`config.mk`:
```
export PLATFORM = sky130hd
export DESIGN_NAME = nfc_controller_response_deframer
export DESIGN_NICKNAME = d
export VERILOG_FILES = /design/src/nfcrd_pkg.sv /design/src/nfc_controller_response_deframer.sv /design/src/nfcrd_front.sv /design/src/nfcrd_queue.sv /design/src/nfcrd_back.sv
export SDC_FILE = /design/constraint.sdc
export NUM_CORES = 1
export LEC_CHECK = 0
export ABC_AREA = 1
export BUFFER_PORTS_ARGS = -buffer_cell sky130_fd_sc_hd__buf_2
export CAP_MARGIN = 20
export CORE_UTILIZATION = 55
export DETAILED_ROUTE_END_ITERATION = 8
export PLACE_DENSITY = 0.8
export SLEW_MARGIN = 20
export SYNTH_ARGS = -nofsm -noshare
export SYNTH_HDL_FRONTEND = slang
export SYNTH_SLANG_ARGS = --single-unit
```
`constraint.sdc`:
```
create_clock -name clk -period 4.9 [get_ports clk]
set_input_delay 0.49 -clock clk [delete_from_list [all_inputs] [get_ports clk]]
set_output_delay 0.49 -clock clk [all_outputs]
set_load 0.005 [all_outputs]
```
`src/nfcrd_pkg.sv`:
```
// shared types and codes for the controller response deframer
// no dependencies
`default_nettype none

package nfcrd_pkg;

  localparam int QueueDepth = 4;
  localparam int QueuePtrW  = $clog2(QueueDepth);
  localparam int QueueCntW  = $clog2(QueueDepth + 1);

  localparam logic [7:0] DirFromController = 8'hD5;
  localparam logic [7:0] StartSecond       = 8'hFF;
  localparam logic [7:0] HuntFill          = 8'hAA;
  localparam logic [7:0] PostambleByte     = 8'h00;

  // input item kinds
  localparam logic FUNC_ARM  = 1'b0;
  localparam logic FUNC_BYTE = 1'b1;

  // result kinds
  localparam logic KIND_PAYLOAD = 1'b0;
  localparam logic KIND_STATUS  = 1'b1;

  typedef enum logic [1:0] {
    STATUS_OK            = 2'd0,
    STATUS_BAD_HEADER    = 2'd1,
    STATUS_BAD_CHECKSUM  = 2'd2,
    STATUS_BAD_POSTAMBLE = 2'd3
  } frame_status_t;

  typedef enum logic [2:0] {
    PH_IDLE   = 3'd0,
    PH_HUNT   = 3'd1,
    PH_LEN    = 3'd2,
    PH_LENCHK = 3'd3,
    PH_DIR    = 3'd4,
    PH_CODE   = 3'd5,
    PH_DATA   = 3'd6,
    PH_POST   = 3'd7
  } phase_t;

  // one classified word in the queue between front and back
  typedef struct packed {
    logic       arm;
    logic [7:0] data;
  } qentry_t;

  // queue handshake driven by the back end
  typedef struct packed {
    logic valid;
    logic pop;
  } qctl_t;

endpackage

`default_nettype wire

```
`src/nfc_controller_response_deframer.sv`:
```
// top level of the controller response deframer
// depends on nfcrd_pkg, nfcrd_front, nfcrd_queue, nfcrd_back
`default_nettype none

// Parses response frames from a contactless controller host link, one word
// per cycle. An arm word (func = 0) loads the expected command and starts a
// hunt for the 00 FF start code; byte words (func = 1) then walk the header
// (length, length checksum, direction D5, response code = command + 1), the
// payload, the data checksum and the postamble. Each payload byte comes out
// as a payload result with its index, and one status result closes the
// frame (ok, bad header, bad checksum, bad postamble). Bytes seen while idle
// are dropped, and a new arm abandons any frame in flight. Throughput is one
// word per cycle while the output register is not stalled. The front end
// writes accepted words into a four-entry queue, so in_ready only drops
// when that queue is full; the parser drains it whenever the output
// register is empty or being taken. An accepted word is registered in the
// queue, and the parser then pops it and registers its result in the
// output register.

module nfc_controller_response_deframer
  import nfcrd_pkg::*;
(
  input  wire logic       clk,
  input  wire logic       rst,
  input  wire logic       in_valid,
  output logic            in_ready,
  input  wire logic       func,
  input  wire logic [7:0] expected_command,
  input  wire logic [7:0] rx_byte,
  output logic            out_valid,
  input  wire logic       out_ready,
  output logic            result_kind,
  output logic [7:0]      payload_byte,
  output logic [7:0]      payload_index,
  output logic [1:0]      frame_status,
  output logic [7:0]      payload_length
);

  // front to queue
  logic    q_push;
  logic    q_full;
  qentry_t q_wr_entry;

  // queue to back
  qentry_t q_rd_entry;
  qctl_t   q_ctl;
  logic    q_valid;

  nfcrd_front u_front (
    .in_valid         (in_valid),
    .in_ready         (in_ready),
    .func             (func),
    .expected_command (expected_command),
    .rx_byte          (rx_byte),
    .q_full           (q_full),
    .q_push           (q_push),
    .q_entry          (q_wr_entry)
  );

  nfcrd_queue u_queue (
    .clk      (clk),
    .rst      (rst),
    .push     (q_push),
    .wr_entry (q_wr_entry),
    .full     (q_full),
    .ctl      (q_ctl),
    .rd_entry (q_rd_entry),
    .not_empty(q_valid)
  );

  // parser plus output register
  nfcrd_back u_back (
    .clk            (clk),
    .rst            (rst),
    .q_entry        (q_rd_entry),
    .q_valid        (q_valid),
    .q_ctl          (q_ctl),
    .out_valid      (out_valid),
    .out_ready      (out_ready),
    .result_kind    (result_kind),
    .payload_byte   (payload_byte),
    .payload_index  (payload_index),
    .frame_status   (frame_status),
    .payload_length (payload_length)
  );

endmodule

`default_nettype wire

```
`src/nfcrd_front.sv`:
```
// front end: accepts input words and classifies them into queue entries
// depends on nfcrd_pkg
`default_nettype none

module nfcrd_front
  import nfcrd_pkg::*;
(
  input  wire logic       in_valid,
  output logic            in_ready,
  input  wire logic       func,
  input  wire logic [7:0] expected_command,
  input  wire logic [7:0] rx_byte,
  input  wire logic       q_full,
  output logic            q_push,
  output qentry_t         q_entry
);

  assign in_ready = !q_full;
  assign q_push   = in_valid && !q_full;

  // arm words carry the command, byte words carry the received byte
  always_comb begin
    q_entry.arm  = (func == FUNC_ARM);
    q_entry.data = (func == FUNC_ARM) ? expected_command : rx_byte;
  end

endmodule

`default_nettype wire

```
`src/nfcrd_queue.sv`:
```
// small fifo decoupling the front end from the frame parser
// depends on nfcrd_pkg
`default_nettype none

module nfcrd_queue
  import nfcrd_pkg::*;
(
  input  wire logic    clk,
  input  wire logic    rst,
  input  wire logic    push,
  input  wire qentry_t wr_entry,
  output logic         full,
  input  wire qctl_t   ctl,
  output qentry_t      rd_entry,
  output logic         not_empty
);

  qentry_t               mem [QueueDepth];
  logic [QueuePtrW-1:0]  wr_ptr;
  logic [QueuePtrW-1:0]  rd_ptr;
  logic [QueueCntW-1:0]  count;

  assign full      = (count == QueueCntW'(QueueDepth));
  assign not_empty = (count != '0);
  assign rd_entry  = mem[rd_ptr];

  always_ff @(posedge clk) begin
    if (push) begin
      mem[wr_ptr] <= wr_entry;
    end
  end

  always_ff @(posedge clk) begin
    if (rst) begin
      wr_ptr <= '0;
      rd_ptr <= '0;
      count  <= '0;
    end else begin
      if (push) wr_ptr <= wr_ptr + QueuePtrW'(1);
      if (ctl.pop) rd_ptr <= rd_ptr + QueuePtrW'(1);
      case ({push, ctl.pop})
        2'b10:   count <= count + QueueCntW'(1);
        2'b01:   count <= count - QueueCntW'(1);
        default: count <= count;
      endcase
    end
  end

endmodule

`default_nettype wire

```
`src/nfcrd_back.sv`:
```
// back end: frame parser state machine and output register
// depends on nfcrd_pkg
`default_nettype none

module nfcrd_back
  import nfcrd_pkg::*;
(
  input  wire logic    clk,
  input  wire logic    rst,
  input  wire qentry_t q_entry,
  input  wire logic    q_valid,
  output qctl_t        q_ctl,
  output logic         out_valid,
  input  wire logic    out_ready,
  output logic         result_kind,
  output logic [7:0]   payload_byte,
  output logic [7:0]   payload_index,
  output logic [1:0]   frame_status,
  output logic [7:0]   payload_length
);

  phase_t     phase, phase_next;
  logic [7:0] previous_byte, previous_byte_next;
  logic [7:0] frame_length, frame_length_next;
  logic [7:0] length_check, length_check_next;
  logic       header_fault, header_fault_next;
  logic [7:0] running_sum, running_sum_next;
  logic [7:0] payload_count, payload_count_next;
  logic [7:0] expected_code, expected_code_next;
  logic       checksum_fault, checksum_fault_next;

  logic          fire;
  logic          emit;
  logic          emit_kind;
  logic [7:0]    emit_byte;
  logic [7:0]    emit_index;
  frame_status_t emit_status;
  logic [7:0]    emit_length;
  logic [7:0]    plen;
  logic [7:0]    b;
  logic          bad;

  assign fire        = q_valid && (!out_valid || out_ready);
  assign q_ctl.valid = q_valid;
  assign q_ctl.pop   = fire;
  assign b           = q_entry.data;
  assign plen        = frame_length - 8'd2;

  always_comb begin
    phase_next          = phase;
    previous_byte_next  = previous_byte;
    frame_length_next   = frame_length;
    length_check_next   = length_check;
    header_fault_next   = header_fault;
    running_sum_next    = running_sum;
    payload_count_next  = payload_count;
    expected_code_next  = expected_code;
    checksum_fault_next = checksum_fault;
    emit        = 1'b0;
    emit_kind   = KIND_STATUS;
    emit_byte   = '0;
    emit_index  = '0;
    emit_status = STATUS_OK;
    emit_length = '0;
    bad         = header_fault
                  || ((frame_length + length_check) != 8'd0)
                  || (({1'b0, expected_code} + 9'd1) != {1'b0, b})
                  || (frame_length < 8'd2);

    if (fire) begin
      if (q_entry.arm) begin
        phase_next          = PH_HUNT;
        previous_byte_next  = HuntFill;
        frame_length_next   = '0;
        length_check_next   = '0;
        header_fault_next   = 1'b0;
        running_sum_next    = '0;
        payload_count_next  = '0;
        expected_code_next  = b;
        checksum_fault_next = 1'b0;
      end else begin
        case (phase)
          PH_HUNT: begin
            if (previous_byte == 8'h00 && b == StartSecond) phase_next = PH_LEN;
            previous_byte_next = b;
          end
          PH_LEN: begin
            frame_length_next = b;
            phase_next        = PH_LENCHK;
          end
          PH_LENCHK: begin
            length_check_next = b;
            phase_next        = PH_DIR;
          end
          PH_DIR: begin
            header_fault_next = (b != DirFromController);
            running_sum_next  = b;
            phase_next        = PH_CODE;
          end
          PH_CODE: begin
            running_sum_next  = running_sum + b;
            header_fault_next = bad;
            if (bad) begin
              phase_next  = PH_IDLE;
              emit        = 1'b1;
              emit_status = STATUS_BAD_HEADER;
            end else begin
              payload_count_next = '0;
              phase_next         = PH_DATA;
            end
          end
          PH_DATA: begin
            if (payload_count < plen) begin
              running_sum_next   = running_sum + b;
              payload_count_next = payload_count + 8'd1;
              emit       = 1'b1;
              emit_kind  = KIND_PAYLOAD;
              emit_byte  = b;
              emit_index = payload_count;
            end else begin
              checksum_fault_next = ((running_sum + b) != 8'd0);
              phase_next          = PH_POST;
            end
          end
          PH_POST: begin
            phase_next  = PH_IDLE;
            emit        = 1'b1;
            emit_length = plen;
            if (checksum_fault) emit_status = STATUS_BAD_CHECKSUM;
            else if (b != PostambleByte) emit_status = STATUS_BAD_POSTAMBLE;
            else emit_status = STATUS_OK;
          end
          default: begin
            // idle: stray bytes are dropped
          end
        endcase
      end
    end
  end

  always_ff @(posedge clk) begin
    if (rst) begin
      phase          <= PH_IDLE;
      previous_byte  <= HuntFill;
      frame_length   <= '0;
      length_check   <= '0;
      header_fault   <= 1'b0;
      running_sum    <= '0;
      payload_count  <= '0;
      expected_code  <= '0;
      checksum_fault <= 1'b0;
    end else begin
      phase          <= phase_next;
      previous_byte  <= previous_byte_next;
      frame_length   <= frame_length_next;
      length_check   <= length_check_next;
      header_fault   <= header_fault_next;
      running_sum    <= running_sum_next;
      payload_count  <= payload_count_next;
      expected_code  <= expected_code_next;
      checksum_fault <= checksum_fault_next;
    end
  end

  // output register
  always_ff @(posedge clk) begin
    if (rst) begin
      out_valid <= 1'b0;
    end else if (fire && emit) begin
      out_valid <= 1'b1;
    end else if (out_ready) begin
      out_valid <= 1'b0;
    end
  end

  always_ff @(posedge clk) begin
    if (fire && emit) begin
      result_kind    <= emit_kind;
      payload_byte   <= emit_byte;
      payload_index  <= emit_index;
      frame_status   <= emit_status;
      payload_length <= emit_length;
    end
  end

endmodule

`default_nettype wire

```
==> results of run 1 <==
metrics by stage:
| step | worst slack (ps) | utilization [%] | power [µW] |
|---|---|---|---|
| after floorplan | 2013 | - | 3020 |
| final | 1497 | 64.44 | 4795 |
| after detailed placement | 1551 | 59.32 | 3460 |
| after CTS | 1543 | 64.44 | 4778 |
| after global placement | 1632 | 59.32 | 3405 |
| after global routing | 1149 | 64.44 | 5134 |
registers in the layout, indices dropped and copies added, names as in the netlist, named ones only:
name / flops
u_back.frame_length: 8
u_back.out_valid: 1
u_back.payload_count: 8
u_back.previous_byte: 8
u_back.result_kind: 1
u_back.phase: 3
u_back.payload_byte: 8
u_back.frame_status: 2
u_back.header_fault: 1
u_back.running_sum: 8
u_queue.count: 3
u_queue.mem: 36
u_queue.rd_ptr: 2
u_back.expected_code: 8
u_back.payload_length: 8
u_back.payload_index: 8
u_back.length_check: 8
u_queue.wr_ptr: 2
u_back.checksum_fault: 1
metal layers:
metal / GRT usage, % / part of all wire [%]
met5: 0 / 0
met4: 10.70 / 2.0
met3: 5.517 / 6.1
met2: 44.58 / 50
met1: 30.77 / 42
cell type report:
cell class	instances	area (µm²)	share of cell area, %
Inverter	93	355.3	4.572
Timing Repair Buffer	50	252.7	3.252
Multi-Input combinational cell	610	3183	40.95
Tap cell	168	210.2	2.704
Clock buffer	22	454.2	5.844
Clock inverter	10	163.9	2.109
Sequential cell	126	3153	40.57
final timing paths:
check	endpoint	slack (ps)	cells past startpoint
min reg2reg	u_back.previous_byte[4]$_SDFFE_PP0P_	470	2
min	u_back.out_valid$_SDFFE_PP0P_	420	4
max	u_back.checksum_fault$_SDFFE_PP0P_	1500	16
max reg2reg	u_back.checksum_fault$_SDFFE_PP0P_	1500	16
where the power goes:
part	internal (µW)	total [µW]	switching, µW
combinational	642	1980	1340
sequential	1310	1510	201
clock	864	1310	443
layout by cell type (no fill, tap or decap), types with 4 or more instances in the layout:
| cell type | count |
|---|---|
| nand2_2 | 10 |
| o21ai_0 | 41 |
| inv_1 | 80 |
| o211ai_1 | 5 |
| nand2_4 | 5 |
| dfxtp_1 | 63 |
| nand3_2 | 13 |
| nand3_1 | 52 |
| clkbuf_16 | 17 |
| edfxtp_1 | 63 |
| inv_2 | 8 |
| clkbuf_1 | 4 |
| buf_2 | 49 |
| xnor2_1 | 7 |
| ha_1 | 29 |
| nor3_1 | 8 |
| nand2_1 | 211 |
| a21oi_1 | 62 |
| nand4_1 | 8 |
| xor2_1 | 8 |
| nor2_1 | 121 |
| bufinv_16 | 4 |
logic make-up after synthesis:
kind of cell / synth area share, %
buf+inv: 6.929
xor+xnor: 1.930
fa+ha+maj: 6.212
simple gates: 29.11
flops: 46.31
compound gates: 9.502
worst register-to-register path, delay by kind of cell (launching register included):
family / cells / cell delay (ps)
and+or+nand+nor: 9 / 930
xor gates and xnor gates: 1 / 190
adders and majority gates: 2 / 640
buffers and inverters: 2 / 400
AOI/OAI and AO/OA: 2 / 310
DFF: 1 / 790
==> impl_metrics.toml, run 1 <==
[finish]
antenna_cells = 0
drive_above_1_share_pct = 14.16
final_nets = 951
syn_to_final_growth_pct = 14.17
fin_area_mm2 = 0.007772
layout.cells.non_filler = 1079
fillCellCount = 991

[detailed_routing]
routed_wl_um = 15240
drc = 0
ant_nets = 0
dr.pass1.iters = 5
routedWlPerCell_um = 14.12
viasPerCell = 5.309
drtIter0Drc = 379
vias = 5728

[global_route]
antenna_found_initial = 0
grt_pass1_wl_um = 25210
grt_max_degree = 32
gr-total-overflow = 0
grtUsageTotal_pct = 25.63
grt_pass1_vias = 5292

[synthesis]
async_reset_ff_share_pct = 0
synth.most_common_cell = "nand2_1"
postSynthAreaPerCell_um2 = 8.047
yosysWarnings = 0
synth_area_leaders = "edfxtp_1, dfxtp_1, nand2_1"
synth_ff_type = "edfxtp_1"
synth_largest_area_cell = "edfxtp_1"
synth_area_mm2 = 0.006808
synth_edf_count = 63
synth_top_area_share_pct = 27.79
synth_cells = 846
synth_seq_cells = 126
syn_nets = 899
synthTopCellsByCount = "nand2_1, nor2_1, inv_1"
post_synth_num_cell_types = 45
ys_seq_area_share_pct = 46.32

[worst_setup_path]
cpMostUsedCell = "nand2_1"
path_class = "reg -> reg"
worst_setup_path_end_kind = "flip-flop"
worstPathRequired_ps = 5180
crit_family = "simple AND/OR/NAND/NOR gates"
cp_cell_sequence = "inv_2 > nand2_1 > nand3_2 > nand2_4 > inv_1 > ha_1 > fa_1 > nand3_1 > nand2_1 > nand2_1 > nand2_1 > a21oi_1 > xor2_1 > nand3_1 > o21ai_0 > nand2_1"
crit_path_top_delay_cell = "dfxtp_1"
cp_slowest_stage_delay_ps = 790
cp-start-kind = "flip-flop"
cp_max_fo = 20
cp.buffers_inverters = 2
arrival_ps = 3680

[place]
dp_hpwl_um = 10890
place_area_mm2 = 0.007154
gp_congestion = 0.9049
port_buffers = 49
dpl.cell_count = 1047

[floorplan]
design.die.area_mm2 = 0.01283
die_w_um = 113.3
die_y_um = 113.3
io_pins = 50
start_util_pct = 56.44
core_mm2 = 0.01206
rows = 40

[timing]
hold_slack_ps = 419.1
finalHoldViolCount = 0
worstMarginPinSlew_ps = 948.5
drv_slew = 0
setup_tns_ps = 0
min_period_over_period_pct = 69.44
fin_crit_ps = 3403
max_slew_margin_pct = 36.69
rsz0062_at_grt = "no"
skew_ps = 8.270
setup_viol = 0
fmax_ghz = 0.2939

[clock_tree]
cts-resized-gates = 0
cts_root_buf = "clkbuf_16"
cts_buffers = 17
htreeDepth = 4
clock-sinks = 126
cts_setup_buffers = 0
cts_tree = "yes"
ctsLongestPathBuffers = 2
ctsHoldBuffers = 0
path_clk_slew_ps = 50
clk_latency_ps = 420

[run]
maxCapViolCount = 0

[power_and_ir_drop]
irDropWorstVdd_uv = 384.5
power.density_mw_per_mm2 = 617.0
leakage_uw = 0.003336

[status]
status = "completed"

[hold_path]
min-delay-start = "out_ready"
worstHoldPathType = "in -> reg"
Note: power is estimated with default switching activity, not from simulation.
==> run 2: changes to the inputs <==
--- a/config.mk
+++ b/config.mk
@@ -10,7 +10,7 @@
 export CAP_MARGIN = 20
 export CORE_UTILIZATION = 55
 export DETAILED_ROUTE_END_ITERATION = 8
-export PLACE_DENSITY = 0.8
+export PLACE_DENSITY = 0.83
 export SLEW_MARGIN = 20
 export SYNTH_ARGS = -nofsm -noshare
 export SYNTH_HDL_FRONTEND = slang
==> constraint.sdc (replaced) <==
create_clock -name clk -period 2.8 [get_ports clk]
set_input_delay 0.28 -clock clk [delete_from_list [all_inputs] [get_ports clk]]
set_output_delay 0.28 -clock clk [all_outputs]
set_load 0.005 [all_outputs]
==> run 2 against run 1 <==
Against the previous run: count of clock-buffer cells in the layout up 1; first-iteration DRC count up 52%; maximum frequency up 29%; critical path type unchanged; highest routed layer unchanged.
==> impl_metrics.toml, run 2 (same netlist as run 1, synthesis figures left out) <==
[detailed_routing]
drtIter0Drc = 576
vias = 5885
viasPerCell = 5.365
dr.pass1.iters = 5
routedWlPerCell_um = 14.37
drc = 0
routed_wl_um = 15770
ant_nets = 0

[worst_setup_path]
rrSetupSlack_ps = 160
startpoint = "u_back.frame_length[1]$_SDFFE_PP0P_"
cp_slowest_stage_delay_ps = 370
worst_setup_path_end_kind = "flip-flop"
worst_r2r_endpoint = "u_back.frame_status[1]$_SDFFCE_PP0P_"
crit_end = "u_back.frame_status[1]$_SDFFCE_PP0P_"
cp-start-kind = "flip-flop"
crit_path_top_delay_cell = "dfxtp_4"
arrival_ps = 2810
path_class = "reg -> reg"
cp_max_fo = 13
reg2reg_depth = 15
rr_startpoint = "u_back.frame_length[1]$_SDFFE_PP0P_"
cp_cell_sequence = "nor3_1 > nand2_1 > nor2_1 > xor2_1 > inv_1 > ha_1 > nand2_1 > o21a_1 > nand2_1 > inv_2 > nand2_1 > nand3_1 > nand2_2 > clkinvlp_4 > clkbuf_16"
worstPathRequired_ps = 2980
cpMostUsedCell = "nand2_1"

[finish]
final_nets = 969
largest-register = "u_queue.mem"
final_common_cell = "nand2_1"
fillCellCount = 972
syn_to_final_growth_pct = 16.56
fin_area_mm2 = 0.007935
seqCellArea_mm2 = 0.003159
multi_input_area_mm2 = 0.003204
drive_above_1_share_pct = 16.25
final_cell_mix = "nand2_1, nor2_1, inv_1"
antenna_cells = 0
final_util_pct = 65.79
largest_reg_flops = 36

[floorplan]
die_w_um = 113.3
die_y_um = 113.3
core_mm2 = 0.01206
start_util_pct = 56.44
design.die.area_mm2 = 0.01283
io_pins = 50
rows = 40

[timing]
setup_tns_ps = 0
min_period_over_period_pct = 94.18
finalHoldViolCount = 0
fmax_ghz = 0.3792
worstMarginPinSlew_ps = 858.0
drv_slew = 0
skew_ps = 6.989
setup_viol = 0
fin_crit_ps = 2637
max_slew_margin_pct = 42.59

[status]
status = "completed"

[clock_tree]
clock-sinks = 126
cts_tree = "yes"
htreeDepth = 4
cts-resized-gates = 0
ctsHoldBuffers = 0
ctsLongestPathBuffers = 2
cts_buffers = 17
cts_setup_buffers = 0
cts_root_buf = "clkbuf_16"
clk_latency_ps = 420
path_clk_slew_ps = 50

[global_route]
grt_pass1_wl_um = 26250
grt_max_degree = 31
gr-total-overflow = 0
antenna_found_initial = 0
grt_pass1_vias = 5558
grtUsageTotal_pct = 26.60

[power_and_ir_drop]
power_frac_clock_pct = 25.3
irDropWorstVdd_uv = 749.3
pwr-share-seq_pct = 30.8
p_sw_uw = 3535
swShare_pct = 41.64
p_int_uw = 4954
p_comb_share_pct = 44.0
leakage_uw = 0.003401
power.density_mw_per_mm2 = 1070

[place]
place_area_mm2 = 0.007311
dp_hpwl_um = 11040
gp_congestion = 0.9267
port_buffers = 49

[run]
maxCapViolCount = 0

[hold_path]
worstHoldPathType = "in -> reg"
[run 2: changes by cell type in the layout (fill, tap and decap cells not counted), moves of 2 or more]
cell | before | now
buf_12 | 0 | 2
buf_4 | 1 | 16
clkbuf_1 | 4 | 6
clkinv_1 | 2 | 6
dfxtp_1 | 63 | 60
dfxtp_2 | 0 | 2
ha_1 | 29 | 27
ha_2 | 0 | 2
inv_1 | 80 | 78
[run 2: worst min path at each step]
stage | startpoint | end | cells past startpoint
floorplan | u_queue.rd_ptr[1]$_SDFFE_PP0P_ | flip-flop | 2
global placement | u_back.previous_byte[4]$_SDFFE_PP0P_ | u_back.previous_byte[4]$_SDFFE_PP0P_ | 2
global route | rx_byte[2] | u_queue.mem[1][2]$_DFFE_PP_ | 3
CTS | rx_byte[6] | u_queue.mem[3][6]$_DFFE_PP_ | 3
detailed placement | u_back.previous_byte[4]$_SDFFE_PP0P_ | u_back.previous_byte[4]$_SDFFE_PP0P_ | 2
finish | expected_command[3] | u_queue.mem[0][3]$_DFFE_PP_ | 3
[run 2: worst max-delay path, delay by kind of cell (launching register included)]
kind            cells  cell delay, ps
xor+xnor            1             160
compound gates      1             200
flops               1             370
buf+inv             4             490
fa+ha+maj           1             270
simple gates        8             900
[run 2: area by class of cell]
type,instances,share of cell area [%]
flip-flops and latches,126,39.81
multi-input cells,610,40.38
clock buffers,23,5.645
inverters,93,4.588
clock inverters,9,1.498
repair buffers,68,5.424
well taps,168,2.649
[run 2: power groups by stage]
stage	clock network [µW]	registers, µW	logic, µW
final	2150	2610	3730
after global routing	2250	2650	4190
after CTS	2160	2600	3650
after detailed placement	0	2630	3590
after global placement	0	2620	3510
after floorplan	0	2530	2760
[run 2: stage by stage]
stage | power (µW) | instances | setup WS, ps | hold slack (ps)
final | 8489 | 1097 | 162.9 | 209.5
after global routing | 9091 | 1097 | -12.32 | 221.0
after global placement | 6121 | 1064 | 135.2 | 454.1
after floorplan | 5284 | 846 | 35.74 | 436.2
after CTS | 8409 | 1096 | 23.88 | 186.9
after detailed placement | 6215 | 1064 | 44.18 | 461.4
[run 2: per-layer routing]
layer / wire length, µm / track usage [%]
met2: 7768 / 45.73
met5: 0 / 0
met4: 357 / 12.28
met1: 6572 / 31.55
met3: 1071 / 6.320
